`src/extended_gcd_bezout_defines.svh`:
```
// Assertion helpers for the extended gcd block.
`ifndef EXTENDED_GCD_BEZOUT_DEFINES_SVH
`define EXTENDED_GCD_BEZOUT_DEFINES_SVH

// Same-cycle implication, checked outside reset.
`define EGCD_ASSERT_IMP(label, ante, cons) \
	label: assert property (@(posedge clk) disable iff (!arst_n) (ante) |-> (cons)) \
		else $error("egcd: implication check failed");

// Next-cycle implication, checked outside reset.
`define EGCD_ASSERT_NEXT(label, ante, cons) \
	label: assert property (@(posedge clk) disable iff (!arst_n) (ante) |=> (cons)) \
		else $error("egcd: next-cycle check failed");

`endif

```
`src/egcd_pkg.sv`:
```
package egcd_pkg;

	localparam int EGCD_WIDTH = 32;

	typedef enum logic [2:0] {
		ST_IDLE,
		ST_CHECK,
		ST_SETUP,
		ST_DIV,
		ST_UPDATE,
		ST_DONE
	} egcd_state_t;

	typedef struct packed {
		logic load;
		logic setup;
		logic div_step;
		logic update;
		logic out_load;
	} egcd_cmd_t;

	typedef struct packed {
		logic r1_zero;
		logic step_max;
		logic div_last;
	} egcd_sts_t;

endpackage

```
`src/extended_gcd_bezout.sv`:
```
// Extended gcd with Bezout coefficients: for signed operand_a and operand_b
// it returns gcd_value, coef_x and coef_y with a*x + b*y = g (mod 2^WIDTH),
// using truncating signed division, so gcd_value may be negative; b = 0
// gives g = a, x = 1, y = 0, and overflow flags a most-negative by -1 step.
// One request is processed at a time, over n Euclid steps (the step
// counter caps n at 2*WIDTH+2): each step runs a restoring divider that
// yields one quotient bit per cycle, with the coefficient products
// accumulated bit-serially alongside it. A finished result sits in an
// output register, so the next request is taken while it waits to be read.
`include "extended_gcd_bezout_defines.svh"

module extended_gcd_bezout
	import egcd_pkg::*;
#(
	parameter int WIDTH = EGCD_WIDTH
) (
	input  logic                    clk,
	input  logic                    arst_n,
	input  logic                    in_valid,
	output logic                    in_stall,
	input  logic signed [WIDTH-1:0] operand_a,
	input  logic signed [WIDTH-1:0] operand_b,
	output logic                    out_valid,
	input  logic                    out_stall,
	output logic signed [WIDTH-1:0] gcd_value,
	output logic signed [WIDTH-1:0] coef_x,
	output logic signed [WIDTH-1:0] coef_y,
	output logic                    overflow
);

	egcd_cmd_t cmd;
	egcd_sts_t sts;
	logic [WIDTH-1:0] gcd_u, x_u, y_u;

	egcd_ctrl u_ctrl (
		.clk       (clk),
		.arst_n    (arst_n),
		.in_valid  (in_valid),
		.in_stall  (in_stall),
		.out_valid (out_valid),
		.out_stall (out_stall),
		.sts       (sts),
		.cmd       (cmd)
	);

	egcd_dp #(
		.WIDTH (WIDTH)
	) u_dp (
		.clk     (clk),
		.arst_n  (arst_n),
		.cmd     (cmd),
		.sts     (sts),
		.a_in    ($unsigned(operand_a)),
		.b_in    ($unsigned(operand_b)),
		.gcd_out (gcd_u),
		.x_out   (x_u),
		.y_out   (y_u),
		.ovf_out (overflow)
	);

	assign gcd_value = $signed(gcd_u);
	assign coef_x = $signed(x_u);
	assign coef_y = $signed(y_u);

	`EGCD_ASSERT_NEXT(a_busy_after_req, in_valid && !in_stall, in_stall)
	`EGCD_ASSERT_IMP(a_idle_on_result, $rose(out_valid), !in_stall)
	`EGCD_ASSERT_IMP(a_ovf_gcd, out_valid && overflow, gcd_value == '1)

endmodule

```
`src/egcd_ctrl.sv`:
```
module egcd_ctrl
	import egcd_pkg::*;
(
	input  logic      clk,
	input  logic      arst_n,
	input  logic      in_valid,
	output logic      in_stall,
	output logic      out_valid,
	input  logic      out_stall,
	input  egcd_sts_t sts,
	output egcd_cmd_t cmd
);

	egcd_state_t state_q, state_nxt;
	logic out_valid_q;

	always_ff @(posedge clk or negedge arst_n) begin
		if (!arst_n) begin
			state_q <= ST_IDLE;
			out_valid_q <= 1'b0;
		end else begin
			state_q <= state_nxt;
			if (cmd.out_load) begin
				out_valid_q <= 1'b1;
			end else if (!out_stall) begin
				out_valid_q <= 1'b0;
			end
		end
	end

	always_comb begin
		state_nxt = state_q;
		unique case (state_q)
			ST_IDLE: begin
				if (in_valid) state_nxt = ST_CHECK;
			end
			ST_CHECK: begin
				if (sts.r1_zero || sts.step_max) state_nxt = ST_DONE;
				else state_nxt = ST_SETUP;
			end
			ST_SETUP: begin
				state_nxt = ST_DIV;
			end
			ST_DIV: begin
				if (sts.div_last) state_nxt = ST_UPDATE;
			end
			ST_UPDATE: begin
				state_nxt = ST_CHECK;
			end
			ST_DONE: begin
				if (!out_valid_q || !out_stall) state_nxt = ST_IDLE;
			end
			default: begin
				state_nxt = ST_IDLE;
			end
		endcase
	end

	always_comb begin
		cmd = '0;
		in_stall = 1'b1;
		unique case (state_q)
			ST_IDLE: begin
				in_stall = 1'b0;
				cmd.load = in_valid;
			end
			ST_SETUP: begin
				cmd.setup = 1'b1;
			end
			ST_DIV: begin
				cmd.div_step = 1'b1;
			end
			ST_UPDATE: begin
				cmd.update = 1'b1;
			end
			ST_DONE: begin
				cmd.out_load = !out_valid_q || !out_stall;
			end
			default: begin
				cmd = '0;
			end
		endcase
	end

	assign out_valid = out_valid_q;

endmodule

```
`src/egcd_dp.sv`:
```
module egcd_dp
	import egcd_pkg::*;
#(
	parameter int WIDTH = EGCD_WIDTH
) (
	input  logic             clk,
	input  logic             arst_n,
	input  egcd_cmd_t        cmd,
	output egcd_sts_t        sts,
	input  logic [WIDTH-1:0] a_in,
	input  logic [WIDTH-1:0] b_in,
	output logic [WIDTH-1:0] gcd_out,
	output logic [WIDTH-1:0] x_out,
	output logic [WIDTH-1:0] y_out,
	output logic             ovf_out
);

	localparam int STEP_MAX = 2 * WIDTH + 2;
	localparam int SW = $clog2(STEP_MAX + 1);
	localparam int BW = $clog2(WIDTH);

	logic [WIDTH-1:0] r0_q, r1_q, s0_q, s1_q, t0_q, t1_q;
	logic [WIDTH-1:0] dvd_q, dsr_q, rem_q, ps_q, pt_q;
	logic [WIDTH-1:0] gcd_q, x_q, y_q;
	logic             ovf_q, ovf_out_q, qneg_q, rneg_q;
	logic [BW-1:0]    bit_q;
	logic [SW-1:0]    step_q;

	logic [WIDTH-1:0] r0_mag, r1_mag, rem_nxt, r_signed, ns, nt;
	logic [WIDTH:0]   trial;
	logic             qbit;

	assign r0_mag = r0_q[WIDTH-1] ? (~r0_q + 1'b1) : r0_q;
	assign r1_mag = r1_q[WIDTH-1] ? (~r1_q + 1'b1) : r1_q;

	// restoring divide, one quotient bit per cycle
	assign trial = {rem_q, dvd_q[WIDTH-1]} - {1'b0, dsr_q};
	assign qbit = !trial[WIDTH];
	assign rem_nxt = qbit ? trial[WIDTH-1:0] : {rem_q[WIDTH-2:0], dvd_q[WIDTH-1]};

	assign r_signed = rneg_q ? (~rem_q + 1'b1) : rem_q;
	assign ns = qneg_q ? (s0_q + ps_q) : (s0_q - ps_q);
	assign nt = qneg_q ? (t0_q + pt_q) : (t0_q - pt_q);

	always_ff @(posedge clk or negedge arst_n) begin
		if (!arst_n) begin
			step_q <= '0;
			bit_q <= '0;
		end else begin
			if (cmd.load) begin
				step_q <= '0;
			end else if (cmd.update) begin
				step_q <= step_q + 1'b1;
			end
			if (cmd.setup) begin
				bit_q <= BW'(WIDTH - 1);
			end else if (cmd.div_step) begin
				bit_q <= bit_q - 1'b1;
			end
		end
	end

	always_ff @(posedge clk) begin
		if (cmd.load) begin
			r0_q <= a_in;
			r1_q <= b_in;
			s0_q <= WIDTH'(1);
			s1_q <= '0;
			t0_q <= '0;
			t1_q <= WIDTH'(1);
			ovf_q <= 1'b0;
		end else if (cmd.update) begin
			r0_q <= r1_q;
			r1_q <= r_signed;
			s0_q <= s1_q;
			s1_q <= ns;
			t0_q <= t1_q;
			t1_q <= nt;
		end else if (cmd.setup) begin
			if (r0_q == {1'b1, {(WIDTH-1){1'b0}}} && r1_q == '1) ovf_q <= 1'b1;
		end

		if (cmd.setup) begin
			dvd_q <= r0_mag;
			dsr_q <= r1_mag;
			rem_q <= '0;
			ps_q <= '0;
			pt_q <= '0;
			qneg_q <= r0_q[WIDTH-1] ^ r1_q[WIDTH-1];
			rneg_q <= r0_q[WIDTH-1];
		end else if (cmd.div_step) begin
			dvd_q <= {dvd_q[WIDTH-2:0], 1'b0};
			rem_q <= rem_nxt;
			// quotient times coefficient, built MSB first alongside the divide
			ps_q <= {ps_q[WIDTH-2:0], 1'b0} + (qbit ? s1_q : '0);
			pt_q <= {pt_q[WIDTH-2:0], 1'b0} + (qbit ? t1_q : '0);
		end

		if (cmd.out_load) begin
			gcd_q <= r0_q;
			x_q <= s0_q;
			y_q <= t0_q;
			ovf_out_q <= ovf_q;
		end
	end

	assign sts.r1_zero = (r1_q == '0);
	assign sts.step_max = (step_q == SW'(STEP_MAX));
	assign sts.div_last = (bit_q == '0);

	assign gcd_out = gcd_q;
	assign x_out = x_q;
	assign y_out = y_q;
	assign ovf_out = ovf_out_q;

endmodule

```
`config.mk`:
```
export PLATFORM = sky130hd
export DESIGN_NAME = extended_gcd_bezout
export DESIGN_NICKNAME = d
export VERILOG_FILES = /design/src/egcd_pkg.sv /design/src/extended_gcd_bezout.sv /design/src/egcd_ctrl.sv /design/src/egcd_dp.sv
export VERILOG_INCLUDE_DIRS = /design/src /design/src/src
export SDC_FILE = /design/constraint.sdc
export NUM_CORES = 1
export LEC_CHECK = 0
export BUFFER_PORTS_ARGS = -buffer_cell sky130_fd_sc_hd__buf_2
export CAP_MARGIN = 20
export CORE_MARGIN = 4
export CORE_UTILIZATION = 40
export DETAILED_ROUTE_END_ITERATION = 6
export SYNTH_ARGS = -nofsm -noshare
export SYNTH_HDL_FRONTEND = slang
export SYNTH_SLANG_ARGS = --single-unit
export TNS_END_PERCENT = 1
```
`constraint.sdc`:
```
create_clock -name clk -period 6.7 [get_ports clk]
set_input_delay 1.34 -clock clk [delete_from_list [all_inputs] [get_ports clk]]
set_output_delay 1.34 -clock clk [all_outputs]
set_load 0.02 [all_outputs]
```
=== Yosys cells after proc, flatten, opt, wreduce, memory -nomap -nowiden ===
Cells that the tools add are included.

* Reduce and logical (&&, ||, !) cells: 12
* Bitwise logic cells: 5
* $add $sub $neg: 12
* Mux-type cells: 31
* Equal/unequal tests: 12

{| class="wikitable"
|+ Operators by type and width
! kind !! count
|-
| $mux 32 || 13
|-
| $add 32x32->32 || 4
|-
| $add 32x1->32 const B || 3
|-
| $not 32->32 || 3
|-
| $eq 32x32->1 const B || 2
|-
| $sub 32x32->32 || 2
|-
| $sub 33x32->33 || 1
|-
| $logic_not 32->1 || 1
|-
| $mux 31 || 1
|-
| $pmux 3 s6 || 1
|-
| $mux 7 || 2
|-
| $mux 3 || 4
|-
| $mux 5 || 2
|-
| $mux 1 || 8
|-
| $add 7x1->7 const B || 1
|-
| $eq 7x7->1 const B || 1
|-
| $eq 3x2->1 const B || 2
|-
| $eq 3x3->1 const B || 2
|-
| $reduce_and 3->1 || 2
|-
| $logic_not 5->1 || 1
|-
| $sub 5x1->5 const B || 1
|-
| $ne 2x1->1 const B || 2
|-
| $ne 2x2->1 const B || 2
|-
| $reduce_bool 2->1 || 2
|-
| 7 further kinds || 9
|}

* Word-level logic and storage cells: 95
* Register bits: 468
* Output and inout bits: 99
* Input bits: 68

=== Depth between registers and ports, before layout ===
* Depth in word-level cells: 5
* Mapped depth: 26
* Gate-level depth less buffers: 24

=== Modules after synthesis ===
Synthesis repeated with hierarchy kept, for this count alone.

* Cells, all modules: 2829
* Area total of the unflattened synthesis: 27385.0 sq um

{| class="wikitable"
|+ By module, submodules not included
! module !! instances !! seq. area each (sq um) !! area an instance (sq um) !! cells an instance
|-
| egcd_dp || 1 || 11621.1 || 27124.8 || 2797
|-
| egcd_ctrl || 1 || 100.1 || 260.2 || 32
|}

=== Worst setup path before layout ===
No wires, ideal clock.

* Path kind: input-to-reg
* Start point: input out_stall
* End point: register u_dp.gcd_q[0], in the netlist u_dp.gcd_out[0] (enable)
* Stages: 1
* Setup slack: 71 ps
* Data arrival time: 6044 ps
* Required time: 6115 ps
* Setup time: 585 ps
* Buffers on the path: 0
* Path through: a21oi_1

* Word-level cells in the longest chain between the ends: 3

{| class="wikitable"
|+ Ends and longest elaborated chain
! item !! RTL line !! source
|-
| start, declared || extended_gcd_bezout.sv:24 || <nowiki>input logic out_stall,</nowiki>
|-
| $logic_not 1->1 || -- ||
|-
| $logic_or 1x1->1 || egcd_ctrl.sv:77 || <nowiki>cmd.out_load = !out_valid_q || !out_stall;</nowiki>
|-
| $mux 1 || egcd_ctrl.sv:62 || <nowiki>unique case (state_q)</nowiki>
|-
| end signal, assigned || egcd_dp.sv:100 || <nowiki>gcd_q <= r0_q;</nowiki>
|-
| end, declared || egcd_dp.sv:24 || <nowiki>logic [WIDTH-1:0] gcd_q, x_q, y_q;</nowiki>
|}

Every way passes these cells.
A chain may end at the register's enable or synchronous reset.

=== Worst setup path in the final report ===
* Start point: register u_dp.dvd_q[31]
* End point: register u_dp.pt_q[29]

* Word-level cells in the longest chain between the ends: 3

{| class="wikitable"
|+ Ends and longest elaborated chain
! item !! RTL line !! source
|-
| start, declared || egcd_dp.sv:23 || <nowiki>logic [WIDTH-1:0] dvd_q, dsr_q, rem_q, ps_q, pt_q;</nowiki>
|-
| start signal, assigned || egcd_dp.sv:84 || <nowiki>dvd_q <= r0_mag;</nowiki>
|-
| start signal, assigned || egcd_dp.sv:92 || <nowiki>dvd_q <= {dvd_q[WIDTH-2:0], 1'b0};</nowiki>
|-
| $sub 33x32->33 || egcd_dp.sv:37 || <nowiki>assign trial = {rem_q, dvd_q[WIDTH-1]} - {1'b0, dsr_q};</nowiki>
|-
| $mux 32 || egcd_dp.sv:96 || <nowiki>pt_q <= {pt_q[WIDTH-2:0], 1'b0} + (qbit ? t1_q : '0);</nowiki>
|-
| $add 32x32->32 || egcd_dp.sv:96 ||
|-
| end signal, assigned || egcd_dp.sv:96 ||
|-
| end, declared || egcd_dp.sv:23 ||
|}

Every way passes these cells.

==> metrics.txt <==
status complete, no violations; Root Driver clkbuf_16; most numerous cell in the Yosys netlist nand2_1; Post-Synthesis Net Count ~3.3k; post-synth top area cell edfxtp_1; Slew @ Worst Pin 0.959 ns; die area ~73000 um2; Synth top cells by count nand2_1 (529), a21oi_1 (295), edfxtp_1 (227), o21ai_0 (226), dfxtp_1 (225); Pwr Total approximately 13000 uW; Std-Cell Rows 95; Setup crit end u_dp.pt_q[29]; vias around 22k; GPL Wtd Cong approximately 0.90; reg-to-reg startpoint u_dp.dvd_q[31]; dpl ws ~0.52 ns; Mean Syn Cell Area ~9.0 um2; Total Wirelength 72.2 mm; share of cells above drive strength 1 0.101; first-pass GRT wire length between 100 and 150 mm; Hold Crit Class flip-flop to flip-flop; final slew viol count 0; Reg-to-Reg End u_dp.pt_q[29]; vias in the first global route about 21k; core area about 67000 um2; top_reg_cell synth edfxtp_1; Max Clock Skew between 0.02 and 0.03 ns; Clk pin slew, worst setup/hold paths 0.06 ns; largest net degree at the start of global routing around 90; Final ANT Viol Nets 0; cells after synthesis approximately 3.0k; sequential-to-total area share from yosys stat 0.429; RSZ-0062 raised after global routing false; hold_buf cts 0; Setup-failing EPs final 0; XOR/XNOR Fraction of Synth Area 0.0915; worst-skew pair later-pin latency 0.62 ns; yosys warns 0; TritonCTS clock tree yes; final setup margin 0.631 ns; Post-Route Utilization 0.457; simple-gate area share of the yosys netlist 0.172; H-tree depth 2; Distinct cells, synth 86; maximum vdd drop 262 uV; IO Port Bufs 166; total CTS buffers 54; top cells by area, synth edfxtp_1 (25%), dfxtp_1 (16%), ha_1 (7.5%); critical path endpoint category flip-flop; drt first pass iters 7; I/O pin count around 170; CP startpoint u_dp.dvd_q[31]; minimum clock period just over 6 ns; worst relative slew slack 0.361; Worst Path Max Fanout 19; Chip Width around 270 um; Setup crit start kind flip-flop; Compound-Gate Fraction of Synth Area 0.183; WP data required just over 7 ns; number of synthesized flops with an enable pin roughly 230; max-cap violations 0; hold path cells 2; top-area cell type share of the netlist area 0.250; mux cell area share after synthesis 0.0137; Worst EP arrival roughly 6.5 ns; clk buf depth 3; CTS sink count 468; Final TNS setup 0 ns; initial antenna violation count 0; FF+latch count, synth 468; post-synthesis adder-cell area fraction 0.0788; DRT iter0 DRCs 1394; post-synthesis instance area 27300 um2; die height between 200 and 300 um; drt drc 0; total grt overflow 0; fin crit share 0.906; Leak Pwr around 0.013 uW; hpwl dp 51.2 mm; flop2flop setup slack 0.63 ns; Synth async-reset ratio 0.0342; Reg2Reg Depth 25; drt wl/cell between 15 and 20 um; initial core utilization 0.405; Layout Nets about 3.4k; largest family of logic cells by synthesized area compound AO/OA/AOI/OAI gates; final hold violation count 0; Peak Freq about 160 MHz; Layout area overhead 12.8%; Via density between 5 and 6; Pwr Density slightly above 400 nW/um2; Total GRT Usage 0.193; layout filler cell count between 6k and 7k; worst setup path class flip-flop to flip-flop; Ant. Diodes 0
-- how the worst min path moves through the flow --
| stage | startpoint | endpoint |
|---|---|---|
| floorplan | u_dp.ovf_q | u_dp.ovf_out |
| global placement | u_dp.s1_q[31] | u_dp.s0_q[31] |
| detailed placement | u_dp.s1_q[31] | u_dp.s0_q[31] |
| CTS | u_dp.s1_q[31] | u_dp.s0_q[31] |
| global route | u_dp.t0_q[25] | u_dp.y_out[25] |
| finish | u_dp.s1_q[31] | u_dp.s0_q[31] |
-- critical path: stages, from the launching register on --
cell      delay [ns]
edfxtp_1        0.37
inv_1           0.09
ha_1            0.20
fa_1            0.23
nor2b_1         0.07
o31a_1          0.27
o311ai_2        0.38
o21ai_1         0.16
and2_1          0.22
a2111o_1        0.41
nand2_1         0.16
xnor2_4         0.18
buf_4           0.25
and2_1          0.17
ha_1            0.20
fa_1            0.43
a211oi_1        0.42
o211ai_1        0.24
nand2_1         0.11
nand2_1         0.07
a311o_1         0.36
a31oi_1         0.37
o21ai_0         0.14
a21oi_1         0.19
xor2_1          0.14
o21ai_0         0.09
-- layout by cell type (no fill, tap or decap), types with 27 or more instances in the layout --
cell type and count:
nor2_1 173, nor3_1 39, buf_2 166, clkbuf_16 54, o31ai_1 35, and2_1 74, nand3_1 48, o21bai_1 27
edfxtp_1 227, a21o_1 82, nand2_1 526, xnor2_1 123, mux2i_1 35, inv_1 88, a31oi_1 30, o21ai_0 226
ha_1 164, dfxtp_1 225, xor2_1 156, a21oi_1 294
-- through the flow --
stage,instance area (um2),hold WS (ns),instances
floorplan,27300,0.409,3037
global placement,29000,0.440,3967
detailed placement,29000,0.447,3967
CTS,30800,0.457,4069
global route,30800,0.479,4070
finish,30800,0.456,4070
-- where the power goes --
group	total, uW	internal [uW]	switching [uW]
Clock	2990	1750	1240
Sequential	4920	4180	739
Combinational	4650	1620	3030
Total	12600	7560	5010
-- repair_timing --
action                     4_1_cts  5_1_grt
resized for setup                0        1
buffers inserted                 0        0
setup endpoints to repair        0        2
hold endpoints to repair         0        0
-- final cells by class --
cell class	instances	area [um2]	share of cell area
clock buffers	77	1530	0.0496
repair buffers	190	1040	0.0339
well taps	873	1090	0.0355
clock inverters	25	279	0.00906
flip-flops and latches	468	11700	0.381
inverters	90	338	0.0110
multi-input cells	2347	14800	0.480
-- per-layer routing --
metal / routed length (um) / GRT usage / vias to the layer above
met4: 1920 / 0.0521 / 0
met1: 34500 / 0.273 / 10400
met3: 3210 / 0.0274 / 103
met2: 32500 / 0.310 / 437
met5: 0 / 0 / -
li1: - / - / 11100
-- kinds of logic after synthesis --
family                   after synthesis
AO/OA/AOI/OAI                        823
XOR/XNOR                             282
flip-flops                           468
AND/OR/NAND/NOR                     1036
multiplexers                          37
buffers and inverters                222
adder cells (fa/ha/maj)              169
No activity file was read; power rests on OpenSTA's default activity.
